### src/rtl/core/dtm_pkg.sv
// ----------------------------------------------------------------------------
// dtm_pkg: shared types and constants of the depth to top-down map projection
// Holds field widths, register codes and reset values, the queue depths, the
// subsample test and the tangent ROM built at elaboration.
// ----------------------------------------------------------------------------
package dtm_pkg;

  // Fixed design constants.
  localparam int SubsampleStep = 4;
  localparam int TanEntries    = 256;
  localparam int TanIdxW       = $clog2(TanEntries);
  localparam int TanCntW       = $clog2(TanEntries + 1);

  // Field widths.
  localparam int RawW     = 16;
  localparam int ColW     = 12;
  localparam int RowW     = 12;
  localparam int MapColW  = 10;
  localparam int MapRowW  = 10;
  localparam int NearW    = 8;
  localparam int FarW     = 7;
  localparam int ScaleW   = 16;
  localparam int InvW     = 24;
  localparam int RangeW   = 16;
  localparam int MapSizeW = 11;
  localparam int DepthW   = 24;  // millimetres with four fraction bits
  localparam int RelW     = 25;  // relative distance, Q1.24 up to 1.0
  localparam int TanW     = 16;  // signed Q1.15
  localparam int TanMagW  = 15;
  localparam int CfgIdxW  = 3;
  localparam int CfgDataW = 24;

  // Register indexes.
  localparam logic [CfgIdxW-1:0] CfgDepthScale  = 3'd0;
  localparam logic [CfgIdxW-1:0] CfgDepthWidth  = 3'd1;
  localparam logic [CfgIdxW-1:0] CfgInvWidth    = 3'd2;
  localparam logic [CfgIdxW-1:0] CfgMaxRange    = 3'd3;
  localparam logic [CfgIdxW-1:0] CfgInvMaxRange = 3'd4;
  localparam logic [CfgIdxW-1:0] CfgMapWidth    = 3'd5;
  localparam logic [CfgIdxW-1:0] CfgMapHeight   = 3'd6;

  // Register reset values.
  localparam logic [ScaleW-1:0]   RstDepthScale  = 16'd4096;
  localparam logic [ColW-1:0]     RstDepthWidth  = 12'd640;
  localparam logic [InvW-1:0]     RstInvWidth    = 24'd26214;
  localparam logic [RangeW-1:0]   RstMaxRange    = 16'd4000;
  localparam logic [InvW-1:0]     RstInvMaxRange = 24'd4194;
  localparam logic [MapSizeW-1:0] RstMapWidth    = 11'd640;
  localparam logic [MapSizeW-1:0] RstMapHeight   = 11'd480;
  localparam logic [MapSizeW-1:0] MapSizeMax     = 11'd1024;

  // Arithmetic constants.
  localparam logic [DepthW-1:0] MinRangeQ4 = 24'd3200;  // 200 mm
  localparam logic [RelW-1:0]   RelOne     = 25'h1000000;
  localparam int                NearScale  = 200;
  localparam int                FarScale   = 100;

  // Queue depths.
  localparam int ItemQueueDepth   = 4;
  localparam int ItemPtrW         = $clog2(ItemQueueDepth);
  localparam int ItemCntW         = $clog2(ItemQueueDepth + 1);
  localparam int ResultQueueDepth = 2;
  localparam int ResPtrW          = $clog2(ResultQueueDepth);
  localparam int ResCntW          = $clog2(ResultQueueDepth + 1);

  // Configuration registers as seen by the datapath.
  typedef struct packed {
    logic [ScaleW-1:0]   depth_scale;
    logic [ColW-1:0]     frame_cols;
    logic [InvW-1:0]     inverse_width;
    logic [RangeW-1:0]   max_range_mm;
    logic [InvW-1:0]     inverse_max_range;
    logic [MapSizeW-1:0] map_width;
    logic [MapSizeW-1:0] map_height;
  } cfg_t;

  // A kept pixel on its way to the back end.
  typedef struct packed {
    logic [RawW-1:0] depth_raw;
    logic [ColW-1:0] pixel_column;
  } item_t;

  typedef struct packed {
    logic  valid;
    item_t item;
  } item_req_t;

  // One map write.
  typedef struct packed {
    logic [MapColW-1:0] map_column;
    logic [MapRowW-1:0] map_row;
    logic [NearW-1:0]   near_level;
    logic [FarW-1:0]    far_level;
  } result_t;

  typedef struct packed {
    logic    valid;
    result_t result;
  } res_req_t;

  // Multiple-of-step test by reciprocal multiplication; exact for 12-bit values.
  localparam int     SubShift = 20;
  localparam longint SubRecip = ((64'd1 << SubShift) + SubsampleStep - 1) / SubsampleStep;

  function automatic logic on_step(input logic [ColW-1:0] v);
    logic [32:0]   prod;
    logic [ColW:0] quo;
    logic [16:0]   back;
    prod = 33'(v) * 33'(SubRecip);
    quo  = (ColW + 1)'(prod >> SubShift);
    back = 17'(quo) * 17'(SubsampleStep);
    return back == 17'(v);
  endfunction

  // Tangent ROM: bin centers across a 60 degree field, signed Q1.15.
  typedef logic signed [TanW-1:0] tan_rom_t [TanEntries];

  localparam logic [63:0] Q30One     = 64'd1 << 30;
  localparam longint      PiThirdQ30 = 64'sd1124419809;
  localparam longint      TanBinDiv  = 2 * TanEntries;

  function automatic tan_rom_t tan_rom_build();
    tan_rom_t    rom;
    longint      theta;
    logic        neg;
    logic [63:0] t;
    logic [63:0] t2;
    logic [63:0] s;
    logic [63:0] c;
    logic [63:0] num;
    logic [63:0] quo;
    logic [63:0] rem;
    for (int i = 0; i < TanEntries; i++) begin
      theta = ((2 * longint'(i) + 1 - longint'(TanEntries)) * PiThirdQ30) / TanBinDiv;
      neg   = theta < 0;
      t     = neg ? 64'(-theta) : 64'(theta);
      t2    = (t * t) >> 30;
      // Sine by Horner steps.
      s = Q30One - (((t2 * Q30One) >> 30) / 110);
      s = Q30One - (((t2 * s) >> 30) / 72);
      s = Q30One - (((t2 * s) >> 30) / 42);
      s = Q30One - (((t2 * s) >> 30) / 20);
      s = Q30One - (((t2 * s) >> 30) / 6);
      s = (t * s) >> 30;
      // Cosine by Horner steps.
      c = Q30One - (((t2 * Q30One) >> 30) / 90);
      c = Q30One - (((t2 * c) >> 30) / 56);
      c = Q30One - (((t2 * c) >> 30) / 30);
      c = Q30One - (((t2 * c) >> 30) / 12);
      c = Q30One - (((t2 * c) >> 30) / 2);
      // Rounded quotient by restoring long division.
      num = (s << 15) + (c >> 1);
      quo = '0;
      rem = '0;
      for (int b = 63; b >= 0; b--) begin
        rem = {rem[62:0], num[b]};
        if (rem >= c) begin
          rem    = rem - c;
          quo[b] = 1'b1;
        end
      end
      rom[i] = neg ? -$signed(quo[TanW-1:0]) : $signed(quo[TanW-1:0]);
    end
    return rom;
  endfunction

  localparam tan_rom_t TanRom = tan_rom_build();

endpackage

### src/rtl/core/dtm_result_queue.sv
// ----------------------------------------------------------------------------
// dtm_result_queue: output queue of map writes
// Holds finished results so the pipeline keeps moving while the consumer
// waits; the oldest result is shown on the outputs while the queue is not
// empty.
// ----------------------------------------------------------------------------
module dtm_result_queue import dtm_pkg::*; (
  input  logic     clk_i,
  input  logic     rst_ni,
  input  res_req_t res_i,
  output logic     full_o,
  output logic     empty_o,
  input  logic     pop_i,
  output result_t  result_o
);

  logic [ResPtrW-1:0] wr_ptr_q, wr_ptr_d;
  logic [ResPtrW-1:0] rd_ptr_q, rd_ptr_d;
  logic [ResCntW-1:0] count_q, count_d;
  result_t            mem_q [ResultQueueDepth];
  logic               wr_en;
  logic               rd_en;

  assign full_o   = (count_q == ResCntW'(ResultQueueDepth));
  assign empty_o  = (count_q == '0);
  assign wr_en    = res_i.valid && !full_o;
  assign rd_en    = pop_i && !empty_o;
  assign result_o = mem_q[rd_ptr_q];

  // Pointer and fill count update.
  always_comb begin
    wr_ptr_d = wr_ptr_q;
    rd_ptr_d = rd_ptr_q;
    count_d  = count_q;
    if (wr_en) begin
      wr_ptr_d = (wr_ptr_q == ResPtrW'(ResultQueueDepth - 1)) ? '0 : wr_ptr_q + 1'b1;
    end
    if (rd_en) begin
      rd_ptr_d = (rd_ptr_q == ResPtrW'(ResultQueueDepth - 1)) ? '0 : rd_ptr_q + 1'b1;
    end
    if (wr_en && !rd_en) begin
      count_d = count_q + 1'b1;
    end else if (rd_en && !wr_en) begin
      count_d = count_q - 1'b1;
    end
  end

  always_ff @(posedge clk_i or negedge rst_ni) begin
    if (!rst_ni) begin
      wr_ptr_q <= '0;
      rd_ptr_q <= '0;
      count_q  <= '0;
    end else begin
      wr_ptr_q <= wr_ptr_d;
      rd_ptr_q <= rd_ptr_d;
      count_q  <= count_d;
    end
  end

  // Queue storage.
  always_ff @(posedge clk_i) begin
    if (wr_en) begin
      mem_q[wr_ptr_q] <= res_i.result;
    end
  end

endmodule

### config.mk
export PLATFORM = sky130hd
export DESIGN_NAME = dtm_result_queue
export DESIGN_NICKNAME = d
export VERILOG_FILES = /design/src/rtl/core/dtm_pkg.sv /design/src/rtl/core/dtm_result_queue.sv
export SDC_FILE = /design/constraint.sdc
export NUM_CORES = 1
export LEC_CHECK = 0
export ABC_AREA = 1
export BUFFER_PORTS_ARGS = -buffer_cell sky130_fd_sc_hd__buf_4
export CAP_MARGIN = 30
export CORE_UTILIZATION = 52
export DETAILED_ROUTE_END_ITERATION = 7
export PLACE_DENSITY = 0.79
export SETUP_SLACK_MARGIN = 0.02
export SLEW_MARGIN = 20
export SYNTH_ARGS = -nofsm -noshare
export SYNTH_HDL_FRONTEND = slang
export SYNTH_SLANG_ARGS = --single-unit
### constraint.sdc
create_clock -name clk_i -period 4.2 [get_ports clk_i]
set_input_delay 0.84 -clock clk_i [delete_from_list [all_inputs] [get_ports clk_i]]
set_output_delay 0.84 -clock clk_i [all_outputs]
set_load 0.02 [all_outputs]
==> PnR_summary.wiki <==
{| class="wikitable"
! Metric !! Value
|-
| Nets || ~340
|-
| Shortest clock period the worst path allows after layout || 2.51 ns
|-
| Worst setup slack for register-to-register paths || 2.27 ns
|-
| Setup repair bufs after CTS || 0
|-
| Antenna violations before repair || 0
|-
| Max clock buf depth || 2
|-
| Number of routed nets with antenna violations || 0
|-
| Via count of the routed design || 1,770
|-
| Combinational power share || 0.378
|-
| Root buffer selected by CTS || sky130_fd_sc_hd__clkbuf_8
|-
| Clock-pin slew reported for the worst setup and hold paths after clock tree synthesis || 0.08 ns
|-
| Actual slew at the worst max-slew pin || 0.601 ns
|-
| Vias per cell || around 4.8
|-
| Final routed wirelength across all metal layers || 4.67 mm
|-
| GRT Overall Usage || 0.189
|-
| Reg2Reg Depth || 6
|-
| Final max-slew violation count || 0
|-
| Psw || 953 uW
|-
| Switch share || 0.352
|-
| Number of placed instances with taps included || 354
|-
| Number of distinct standard cells referenced by the synthesized netlist || 15
|-
| Area fraction of the dominant cell type after synthesis || 0.756
|-
| Area added between synthesis and finish || 31.7%
|-
| Final sum of negative setup slack || 0 ns
|-
| Reg-to-Reg End || mem_q[0][16]
|-
| Synth Area per Inst || about 13 um^2
|-
| Final RePlAce weighted congestion || 0.889
|-
| DRC violation count after routing || 0
|-
| Path type of the worst setup path || flip-flop to output pin
|-
| CP Capture Type || output pin
|-
| Register share of total power || 0.396
|-
| Synthesized instance count || 214
|-
| Int Pwr || ~1800 uW
|-
| Dominant cells by area after synthesis || sky130_fd_sc_hd__edfxtp_1, sky130_fd_sc_hd__nand2_1, sky130_fd_sc_hd__dfrtp_1
|-
| Leading cell types in the layout, fill and taps excluded || sky130_fd_sc_hd__nand2_1, sky130_fd_sc_hd__buf_4, sky130_fd_sc_hd__edfxtp_1
|-
| Final-report setup violation count || 0
|-
| Run status || completed
|-
| Worst hold path class || input port to async pin
|-
| Fraction of final layout cells sized beyond drive strength 1 || 0.322
|-
| Post-cts hold buffer count || 0
|-
| Antenna diode count || 0
|-
| Clock network latency to the later pin of the worst-skew pair || 0.34 ns
|-
| Overflow left after global routing || 0
|-
| Sequential area share after synthesis || 0.792
|-
| Number of DRC violations after detailed-routing iteration 0 || 110
|-
| Vias in the first global route || 1,697
|-
| Fill cell instance count of the final layout || 358
|-
| Effective utilization at floorplan || 0.541
|-
| Placeable core region || 5140 um^2
|-
| Synth area leader || sky130_fd_sc_hd__edfxtp_1
|-
| Vert. Die Dim || 75.1 um
|-
| Synthesized Nets || approximately 250
|-
| Clock skew after layout || ~0.0075 ns
|-
| Ys Warns || 0
|-
| Startpoint class of the critical path || flip-flop
|-
| RSZ-0062 raised after global routing || false
|-
| Routed wire per std cell || around 13 um
|-
| H-tree Lvls || 3
|-
| CTS tree || built
|-
| Power consumption || about 2700 uW
|-
| Final standard cell utilization of the core || 0.712
|-
| Commonest non-fill, non-tap cell in the layout || sky130_fd_sc_hd__nand2_1
|-
| Maximum number of pins on one net before global-route repair || 37
|-
| Post-CTS Resized || 0
|-
| Yosys reg bits || 74
|-
| Highest clock frequency the design can meet || ~400 MHz
|-
| Worst endpoint required time || between 3 and 4 ns
|-
| Global-route wire length before repair || between 7 and 8 mm
|-
| Placement row count || 26
|-
| I/O pin count || 76
|-
| Post-Layout Cell Count || 371
|-
| Horiz. Die Dim || 75.1 um
|-
| Number of maximum-capacitance constraint violations || 0
|-
| FF-to-FF Start || count_q[1]
|-
| Die outline area || 5640 um^2
|-
| Worst VDD drop || approximately 0.48 mV
|-
| Power density of the placed cells || ~740 nW/um^2
|-
| Port buffer count || 75
|-
| Data arrival at the endpoint of the critical path || 1.67 ns
|-
| Pleak || about 0.0016 uW
|-
| Detailed placer's ending HPWL || ~3.0 mm
|-
| Post-route fraction of the period consumed by the critical path || 0.597
|-
| Number of sinks handled by clock tree synthesis || 74
|-
| Worst path setup slack after routing || around 1.7 ns
|-
| Largest driver fanout on the critical path || 26
|-
| Post-synthesis instance area || 2780 um^2
|-
| Number of search-and-repair iterations in the first detailed-routing pass || 4
|-
| Portion of total power attributed to the clock network || 0.226
|-
| Total clock buffers created by CTS || 9
|-
| Worst setup slack before clock tree synthesis || 1.83 ns
|-
| Max_slew headroom || 0.599
|-
| Final Hold Fails || 0
|}
## layer usage
| layer | vias up | part of all wire | global-route usage |
|---|---|---|---|
| met5 | - | 0 | 0 |
| met4 | 0 | 0.021 | 0.119 |
| met3 | 9 | 0.060 | 0.0629 |
| met2 | 60 | 0.51 | 0.313 |
| met1 | 826 | 0.40 | 0.213 |
| li1 | 875 | - | - |
## kinds of logic after synthesis
logic type,after synthesis,synth area share
AO/OA/AOI/OAI,2,0.00360
XOR/XNOR,1,0.00315
adder cells (fa/ha/maj),1,0.00450
buffers and inverters,15,0.0288
flip-flops,74,0.792
AND/OR/NAND/NOR,121,0.168
## state kept, by name (all words and copies together), names as in the netlist
signal,cells
wr_ptr_q,1
rd_ptr_q,1
mem_q,70
count_q,2
## through the flow
stage          hold WS (ns)  cell area, um^2
2_1_floorplan         0.449             2780
3_3_place_gp          0.489             3410
3_5_place_dp          0.477             3410
4_1_cts               0.258             3630
5_1_grt               0.252             3660
6_report              0.275             3660
## critical path: stages, from the launching register on
cell	delay (ns)
sky130_fd_sc_hd__dfrtp_1	0.61
sky130_fd_sc_hd__buf_4	0.37
sky130_fd_sc_hd__nand2_1	0.09
sky130_fd_sc_hd__nand2_1	0.10
sky130_fd_sc_hd__buf_4	0.14
## worst max path at each step
stage | slack [ns] | start | depth (start not counted) | end
after CTS | 1.65 | rd_ptr_q | 4 | result_o[7]
after detailed placement | 1.83 | res_i[35] | 6 | mem_q[0][3]
final | 1.69 | rd_ptr_q | 4 | result_o[7]
after global placement | 1.87 | res_i[35] | 6 | mem_q[0][3]
after floorplan | 1.35 | res_i[35] | 2 | mem_q[1][0]
after global routing | 1.56 | rd_ptr_q | 4 | result_o[15]
## cell type report
class	instances	area (um^2)	share of cell area
clock buffer	11	151	0.0414
clock inverter	5	76.3	0.0208
inverter	8	32.5	0.00889
multi-input combinational	125	505	0.138
sequential	74	2200	0.602
tap	70	87.6	0.0239
timing repair buffer	78	606	0.165
## cell usage after synthesis
cell	number
sky130_fd_sc_hd__buf_2	2
sky130_fd_sc_hd__buf_4	5
sky130_fd_sc_hd__dfrtp_1	4
sky130_fd_sc_hd__edfxtp_1	70
sky130_fd_sc_hd__ha_1	1
sky130_fd_sc_hd__inv_1	7
sky130_fd_sc_hd__inv_4	1
sky130_fd_sc_hd__nand2_1	114
sky130_fd_sc_hd__nand3_1	1
sky130_fd_sc_hd__nand3b_1	1
sky130_fd_sc_hd__nand4_1	1
sky130_fd_sc_hd__nor2_1	2
sky130_fd_sc_hd__nor2_2	2
sky130_fd_sc_hd__o21ai_0	2
sky130_fd_sc_hd__xnor2_1	1
## power by group through the flow
stage	Combinational [uW]	Sequential (uW)	Clock (uW)
after floorplan	638	1070	0
after global placement	1000	1090	0
after detailed placement	1020	1090	0
after CTS	1020	1080	624
after global routing	1130	1090	654
final	1020	1070	612
Note: power is estimated with default switching activity, not from simulation.
