===== config.mk =====
export PLATFORM = sky130hd
export DESIGN_NAME = dtm_front
export DESIGN_NICKNAME = d
export VERILOG_FILES = /design/src/rtl/core/dtm_pkg.sv /design/src/rtl/core/dtm_front.sv
export SDC_FILE = /design/constraint.sdc
export NUM_CORES = 1
export LEC_CHECK = 0
export ABC_AREA = 1
export BUFFER_PORTS_ARGS = -buffer_cell sky130_fd_sc_hd__buf_2
export CAP_MARGIN = 5
export CORE_MARGIN = 2
export CORE_UTILIZATION = 53
export DETAILED_ROUTE_END_ITERATION = 16
export GPL_ROUTABILITY_DRIVEN = 0
export PLACE_DENSITY = 0.81
export SLEW_MARGIN = 20
export SYNTH_ARGS = -nofsm -noshare
export SYNTH_HDL_FRONTEND = slang
export SYNTH_SLANG_ARGS = --single-unit

===== constraint.sdc =====
create_clock -name clk_i -period 6.8 [get_ports clk_i]
set_input_delay 0 -clock clk_i [delete_from_list [all_inputs] [get_ports clk_i]]
set_output_delay 0 -clock clk_i [all_outputs]
set_load 0.005 [all_outputs]

===== src/rtl/core/dtm_pkg.sv =====
// ----------------------------------------------------------------------------
// dtm_pkg: shared types and constants of the depth to top-down map projection
// Holds field widths, register codes and reset values, the queue depths, the
// subsample test and the tangent ROM built at elaboration.
// ----------------------------------------------------------------------------
package dtm_pkg;

  // Fixed design constants.
  localparam int SubsampleStep = 4;
  localparam int TanEntries    = 256;
  localparam int TanIdxW       = $clog2(TanEntries);
  localparam int TanCntW       = $clog2(TanEntries + 1);

  // Field widths.
  localparam int RawW     = 16;
  localparam int ColW     = 12;
  localparam int RowW     = 12;
  localparam int MapColW  = 10;
  localparam int MapRowW  = 10;
  localparam int NearW    = 8;
  localparam int FarW     = 7;
  localparam int ScaleW   = 16;
  localparam int InvW     = 24;
  localparam int RangeW   = 16;
  localparam int MapSizeW = 11;
  localparam int DepthW   = 24;  // millimetres with four fraction bits
  localparam int RelW     = 25;  // relative distance, Q1.24 up to 1.0
  localparam int TanW     = 16;  // signed Q1.15
  localparam int TanMagW  = 15;
  localparam int CfgIdxW  = 3;
  localparam int CfgDataW = 24;

  // Register indexes.
  localparam logic [CfgIdxW-1:0] CfgDepthScale  = 3'd0;
  localparam logic [CfgIdxW-1:0] CfgDepthWidth  = 3'd1;
  localparam logic [CfgIdxW-1:0] CfgInvWidth    = 3'd2;
  localparam logic [CfgIdxW-1:0] CfgMaxRange    = 3'd3;
  localparam logic [CfgIdxW-1:0] CfgInvMaxRange = 3'd4;
  localparam logic [CfgIdxW-1:0] CfgMapWidth    = 3'd5;
  localparam logic [CfgIdxW-1:0] CfgMapHeight   = 3'd6;

  // Register reset values.
  localparam logic [ScaleW-1:0]   RstDepthScale  = 16'd4096;
  localparam logic [ColW-1:0]     RstDepthWidth  = 12'd640;
  localparam logic [InvW-1:0]     RstInvWidth    = 24'd26214;
  localparam logic [RangeW-1:0]   RstMaxRange    = 16'd4000;
  localparam logic [InvW-1:0]     RstInvMaxRange = 24'd4194;
  localparam logic [MapSizeW-1:0] RstMapWidth    = 11'd640;
  localparam logic [MapSizeW-1:0] RstMapHeight   = 11'd480;
  localparam logic [MapSizeW-1:0] MapSizeMax     = 11'd1024;

  // Arithmetic constants.
  localparam logic [DepthW-1:0] MinRangeQ4 = 24'd3200;  // 200 mm
  localparam logic [RelW-1:0]   RelOne     = 25'h1000000;
  localparam int                NearScale  = 200;
  localparam int                FarScale   = 100;

  // Queue depths.
  localparam int ItemQueueDepth   = 4;
  localparam int ItemPtrW         = $clog2(ItemQueueDepth);
  localparam int ItemCntW         = $clog2(ItemQueueDepth + 1);
  localparam int ResultQueueDepth = 2;
  localparam int ResPtrW          = $clog2(ResultQueueDepth);
  localparam int ResCntW          = $clog2(ResultQueueDepth + 1);

  // Configuration registers as seen by the datapath.
  typedef struct packed {
    logic [ScaleW-1:0]   depth_scale;
    logic [ColW-1:0]     frame_cols;
    logic [InvW-1:0]     inverse_width;
    logic [RangeW-1:0]   max_range_mm;
    logic [InvW-1:0]     inverse_max_range;
    logic [MapSizeW-1:0] map_width;
    logic [MapSizeW-1:0] map_height;
  } cfg_t;

  // A kept pixel on its way to the back end.
  typedef struct packed {
    logic [RawW-1:0] depth_raw;
    logic [ColW-1:0] pixel_column;
  } item_t;

  typedef struct packed {
    logic  valid;
    item_t item;
  } item_req_t;

  // One map write.
  typedef struct packed {
    logic [MapColW-1:0] map_column;
    logic [MapRowW-1:0] map_row;
    logic [NearW-1:0]   near_level;
    logic [FarW-1:0]    far_level;
  } result_t;

  typedef struct packed {
    logic    valid;
    result_t result;
  } res_req_t;

  // Multiple-of-step test by reciprocal multiplication; exact for 12-bit values.
  localparam int     SubShift = 20;
  localparam longint SubRecip = ((64'd1 << SubShift) + SubsampleStep - 1) / SubsampleStep;

  function automatic logic on_step(input logic [ColW-1:0] v);
    logic [32:0]   prod;
    logic [ColW:0] quo;
    logic [16:0]   back;
    prod = 33'(v) * 33'(SubRecip);
    quo  = (ColW + 1)'(prod >> SubShift);
    back = 17'(quo) * 17'(SubsampleStep);
    return back == 17'(v);
  endfunction

  // Tangent ROM: bin centers across a 60 degree field, signed Q1.15.
  typedef logic signed [TanW-1:0] tan_rom_t [TanEntries];

  localparam logic [63:0] Q30One     = 64'd1 << 30;
  localparam longint      PiThirdQ30 = 64'sd1124419809;
  localparam longint      TanBinDiv  = 2 * TanEntries;

  function automatic tan_rom_t tan_rom_build();
    tan_rom_t    rom;
    longint      theta;
    logic        neg;
    logic [63:0] t;
    logic [63:0] t2;
    logic [63:0] s;
    logic [63:0] c;
    logic [63:0] num;
    logic [63:0] quo;
    logic [63:0] rem;
    for (int i = 0; i < TanEntries; i++) begin
      theta = ((2 * longint'(i) + 1 - longint'(TanEntries)) * PiThirdQ30) / TanBinDiv;
      neg   = theta < 0;
      t     = neg ? 64'(-theta) : 64'(theta);
      t2    = (t * t) >> 30;
      // Sine by Horner steps.
      s = Q30One - (((t2 * Q30One) >> 30) / 110);
      s = Q30One - (((t2 * s) >> 30) / 72);
      s = Q30One - (((t2 * s) >> 30) / 42);
      s = Q30One - (((t2 * s) >> 30) / 20);
      s = Q30One - (((t2 * s) >> 30) / 6);
      s = (t * s) >> 30;
      // Cosine by Horner steps.
      c = Q30One - (((t2 * Q30One) >> 30) / 90);
      c = Q30One - (((t2 * c) >> 30) / 56);
      c = Q30One - (((t2 * c) >> 30) / 30);
      c = Q30One - (((t2 * c) >> 30) / 12);
      c = Q30One - (((t2 * c) >> 30) / 2);
      // Rounded quotient by restoring long division.
      num = (s << 15) + (c >> 1);
      quo = '0;
      rem = '0;
      for (int b = 63; b >= 0; b--) begin
        rem = {rem[62:0], num[b]};
        if (rem >= c) begin
          rem    = rem - c;
          quo[b] = 1'b1;
        end
      end
      rom[i] = neg ? -$signed(quo[TanW-1:0]) : $signed(quo[TanW-1:0]);
    end
    return rom;
  endfunction

  localparam tan_rom_t TanRom = tan_rom_build();

endpackage


===== src/rtl/core/dtm_front.sv =====
// ----------------------------------------------------------------------------
// dtm_front: pixel intake and classification
// Accepts one pixel per cycle while not full, drops pixels off the subsample
// grid, outside the frame or unmeasured; queues the rest for the back end.
// ----------------------------------------------------------------------------
module dtm_front import dtm_pkg::*; (
  input  logic            clk_i,
  input  logic            rst_ni,
  input  cfg_t            cfg_i,
  input  logic            push_i,
  output logic            full_o,
  input  logic [RawW-1:0] depth_raw_i,
  input  logic [ColW-1:0] pixel_column_i,
  input  logic [RowW-1:0] pixel_row_i,
  output item_req_t       item_o,
  input  logic            pop_i
);

  logic [ItemPtrW-1:0] wr_ptr_q, wr_ptr_d;
  logic [ItemPtrW-1:0] rd_ptr_q, rd_ptr_d;
  logic [ItemCntW-1:0] count_q, count_d;
  item_t               mem_q [ItemQueueDepth];
  logic                keep;
  logic                wr_en;
  logic                rd_en;

  // Classify the incoming pixel.
  assign keep = on_step(pixel_row_i) && on_step(pixel_column_i) &&
                (pixel_column_i < cfg_i.frame_cols) && (depth_raw_i != '0);

  assign full_o = (count_q == ItemCntW'(ItemQueueDepth));
  assign wr_en  = push_i && !full_o && keep;
  assign rd_en  = pop_i && (count_q != '0);

  // Queue head toward the back end.
  assign item_o.valid = (count_q != '0);
  assign item_o.item  = mem_q[rd_ptr_q];

  // Pointer and fill count update.
  always_comb begin
    wr_ptr_d = wr_ptr_q;
    rd_ptr_d = rd_ptr_q;
    count_d  = count_q;
    if (wr_en) begin
      wr_ptr_d = (wr_ptr_q == ItemPtrW'(ItemQueueDepth - 1)) ? '0 : wr_ptr_q + 1'b1;
    end
    if (rd_en) begin
      rd_ptr_d = (rd_ptr_q == ItemPtrW'(ItemQueueDepth - 1)) ? '0 : rd_ptr_q + 1'b1;
    end
    if (wr_en && !rd_en) begin
      count_d = count_q + 1'b1;
    end else if (rd_en && !wr_en) begin
      count_d = count_q - 1'b1;
    end
  end

  always_ff @(posedge clk_i or negedge rst_ni) begin
    if (!rst_ni) begin
      wr_ptr_q <= '0;
      rd_ptr_q <= '0;
      count_q  <= '0;
    end else begin
      wr_ptr_q <= wr_ptr_d;
      rd_ptr_q <= rd_ptr_d;
      count_q  <= count_d;
    end
  end

  // Queue storage.
  always_ff @(posedge clk_i) begin
    if (wr_en) begin
      mem_q[wr_ptr_q] <= '{depth_raw: depth_raw_i, pixel_column: pixel_column_i};
    end
  end

endmodule


==> flow_summary.json <==
{
  "status": "finished clean",
  "multi_input_area_um2": 1200,
  "power.share.clock_pct": 37.2,
  "crit_path_max_fanout": 20,
  "synthesis.nets": 567,
  "synthAdderAreaFrac_pct": 4.71,
  "layout-drive-gt1-share_pct": 22.7,
  "r2r_start": "count_q[0]",
  "worstSetupPathType": "in2reg",
  "holdPathEnd": "wr_ptr_q[0]",
  "reg2regPathDepth": 7,
  "cp_cell_sequence": "dlygate4sd3_1, buf_2, ha_1, nand2_1, nand3b_1, dlygate4sd3_1, nor2_1, dlygate4sd3_1, nand4_1, nor2_2, nand2_2, nor2_2, buf_4",
  "cp_num_buf_inv": 5,
  "dr.pass1.iters": 4,
  "swShare_pct": 31.1,
  "layout_common_cells": "edfxtp_1, nor2_1, buf_2, o21ai_0, dlygate4sd3_1",
  "initial_core_util_pct": 53.9,
  "synth_xor_area_share_pct": 0.355,
  "maxSlewViolCount": 0,
  "drc": 0,
  "crit_top_cell": "dlygate4sd3_1",
  "syn_inst": 391,
  "fin_crit_sh_pct": 51.8,
  "synth_top_area_cell": "edfxtp_1",
  "p_int_mw": 1.63,
  "setup-tns-final_ns": 0,
  "grtUsageTotal_pct": 21.9,
  "synth.area.top_cells": "edfxtp_1, nor2_1, o21ai_0, ha_1, dfrtp_1",
  "worstPathRequired_ns": 6.98,
  "synth_top_area_share_pct": 68.1,
  "whs_path_depth": 8,
  "postCtsSetupBuffers": 0,
  "leakage_nw": 2.45,
  "post-route-min-period_ns": 3.52,
  "synthMuxAreaShare_pct": 0,
  "num_vias": 3370,
  "root_buffer": "clkbuf_8",
  "synthSimpleGateAreaFrac_pct": 9.20,
  "power_density_nw_per_um2": 373,
  "slowest_stage": "dlygate4sd3_1",
  "slew_headroom_pct": 31.7,
  "dieArea_um2": 10100,
  "n_fill_cell": 633,
  "synth_area_per_cell_um2": 12.6,
  "io-pin-count": 188,
  "hold_class": "in2reg",
  "seq_area_um2": 3540,
  "finalSetupViolations": 0,
  "cts_buffers": 17,
  "ys_warn_count": 0,
  "fmax_mhz": 284,
  "min_from": "cfg_i[93]",
  "die_w_um": 101,
  "nets": 683,
  "grt-ovfl-total": 0,
  "crit_family": "buffers and inverters",
  "grt_pass1_vias": 3395,
  "cts.sinks": 119,
  "dr.first_iter.drc_count": 171,
  "grt_max_degree": 59,
  "routed_wl_mm": 10.4,
  "critPathMaxStageDelay_ns": 0.55,
  "synth.distinct_cells": 23,
  "layout_commonest_cell": "edfxtp_1",
  "clk_pin_slew_ns": 0.06,
  "wl_per_cell_um": 16.5,
  "worst_slew_pin_slew_ns": 1.02,
  "reg2reg_setup_slack_ns": 4.53,
  "arrival_ns": 3.70,
  "io_buffer_count": 75,
  "rsz0062_at_grt": "no",
  "syn_area_um2": 4940,
  "syn_to_final_growth_pct": 28.5,
  "hold_viol": 0,
  "dp_hpwl_mm": 6.05,
  "setup.worst_path.end_class": "flip-flop",
  "grt_first_pass_wirelength_mm": 16.3,
  "drv_cap": 0,
  "skew_ns": 0.00774,
  "p_comb_share_pct": 25.9,
  "grt_antenna_before_repair": 0,
  "r2r_end": "mem_q[0][18]",
  "synth_seq_cells": 119,
  "diodes": 0,
  "core_um2": 9150,
  "worstSkewPairLatency_ns": 0.51,
  "critPathLaunchType": "input port",
  "cts_tree": "done",
  "seq_area_frac_synth_pct": 71.7,
  "vias_per_cell": 5.34,
  "place_ws_ns": 4.42,
  "clockBufferDepth": 2,
  "fin_ws_ns": 3.28,
  "die_h_um": 101,
  "ir_drop_mv": 0.275,
  "htree_levels": 4,
  "synth_top_family_by_area": "compound AO/OA/AOI/OAI gates",
  "ant_nets": 0,
  "synth_compound_gate_area_share_pct": 9.94,
  "switchingPower_mw": 0.736,
  "rows": 35,
  "power_frac_seq_pct": 36.9
}
[layout make-up]
type	instances	area share [%]
inverters	29	1.72
clock buffers	17	6.53
well taps	111	2.19
flip-flops and latches	119	55.8
multi-input cells	225	19.0
clock inverters	15	2.82
repair buffers	115	12.0
[power groups by stage]
stage | clock network, mW | registers, mW | logic [mW]
final | 0.880 | 0.873 | 0.613
after CTS | 0.888 | 0.872 | 0.615
after global routing | 0.923 | 0.878 | 0.693
after detailed placement | 0 | 0.887 | 0.592
after floorplan | 0 | 0.860 | 0.396
after global placement | 0 | 0.885 | 0.569
[synth_stat cells]
| cell | count |
|---|---|
| nand2_1 | 21 |
| nand3b_1 | 1 |
| o21ai_0 | 52 |
| nand4_1 | 4 |
| nand2_2 | 1 |
| xnor2_1 | 1 |
| fa_1 | 1 |
| buf_4 | 4 |
| dfrtp_1 | 7 |
| clkbuf_1 | 5 |
| nor3_1 | 1 |
| o22ai_1 | 28 |
| a21oi_1 | 6 |
| inv_1 | 29 |
| nor2_2 | 1 |
| edfxtp_1 | 112 |
| o21ai_1 | 5 |
| clkbuf_2 | 1 |
| nand3_1 | 5 |
| xor2_1 | 1 |
| buf_2 | 8 |
| ha_1 | 17 |
| nor2_1 | 80 |
[kinds of logic (layout without fill, tap and decap cells)]
| logic type | after synthesis | count (layout) |
|---|---|---|
| xor gates and xnor gates | 2 | 2 |
| AOI/OAI and AO/OA | 91 | 91 |
| buffers and inverters | 47 | 176 |
| DFF | 119 | 119 |
| and+or+nand+nor | 114 | 114 |
| adders and majority gates | 18 | 18 |
[worst max-delay path by stage]
stage                            start           end  slack, ns  cells after the start
detailed placement  pixel_column_i[11]  mem_q[0][21]       4.42                     10
global route        pixel_column_i[11]    count_q[2]       3.12                     18
global placement    pixel_column_i[11]  mem_q[0][21]       4.48                     10
CTS                 pixel_column_i[11]  mem_q[0][19]       3.32                     13
finish              pixel_column_i[11]  mem_q[0][18]       3.28                     13
floorplan                    cfg_i[97]   mem_q[3][0]       4.29                      9
[metal layers]
layer / share of wire [%] / wire, um / GRT usage (%)
met1: 44 / 4580 / 26.9
met2: 49 / 5100 / 36.3
met3: 5.9 / 613 / 7.14
met4: 1.3 / 136 / 8.54
met5: 0 / 0 / 0
[what timing repair did]
action	CTS	global route
endpoints found under the setup margin	0	0
gates resized for setup	0	0
hold buffers	34	0
endpoints found under the hold margin	123	0
[state kept, by name, indices dropped and copies added, names as in the netlist]
name	flops
rd_ptr_q	2
wr_ptr_q	2
mem_q	112
count_q	3
[worst reg2reg max path, stage by stage (launching register included)]
cell	delay [ns]
dfrtp_1	0.41
inv_1	0.08
nand3_1	0.12
nand4_1	0.12
nor2_2	0.16
nand2_2	0.16
nor2_2	0.48
buf_4	0.41
[through the flow]
stage / cell area [um2] / utilization [%] / instances / hold slack, ns / power (mW)
detailed placement: 5410 / 59.1 / 565 / -0.156 / 1.48
floorplan: 4940 / - / 391 / -0.296 / 1.26
CTS: 6340 / 69.3 / 631 / 0.150 / 2.38
finish: 6340 / 69.3 / 631 / 0.171 / 2.37
global placement: 5410 / 59.1 / 565 / -0.161 / 1.45
global route: 6340 / 69.3 / 631 / 0.206 / 2.49
No activity file was read; power rests on OpenSTA's default activity.
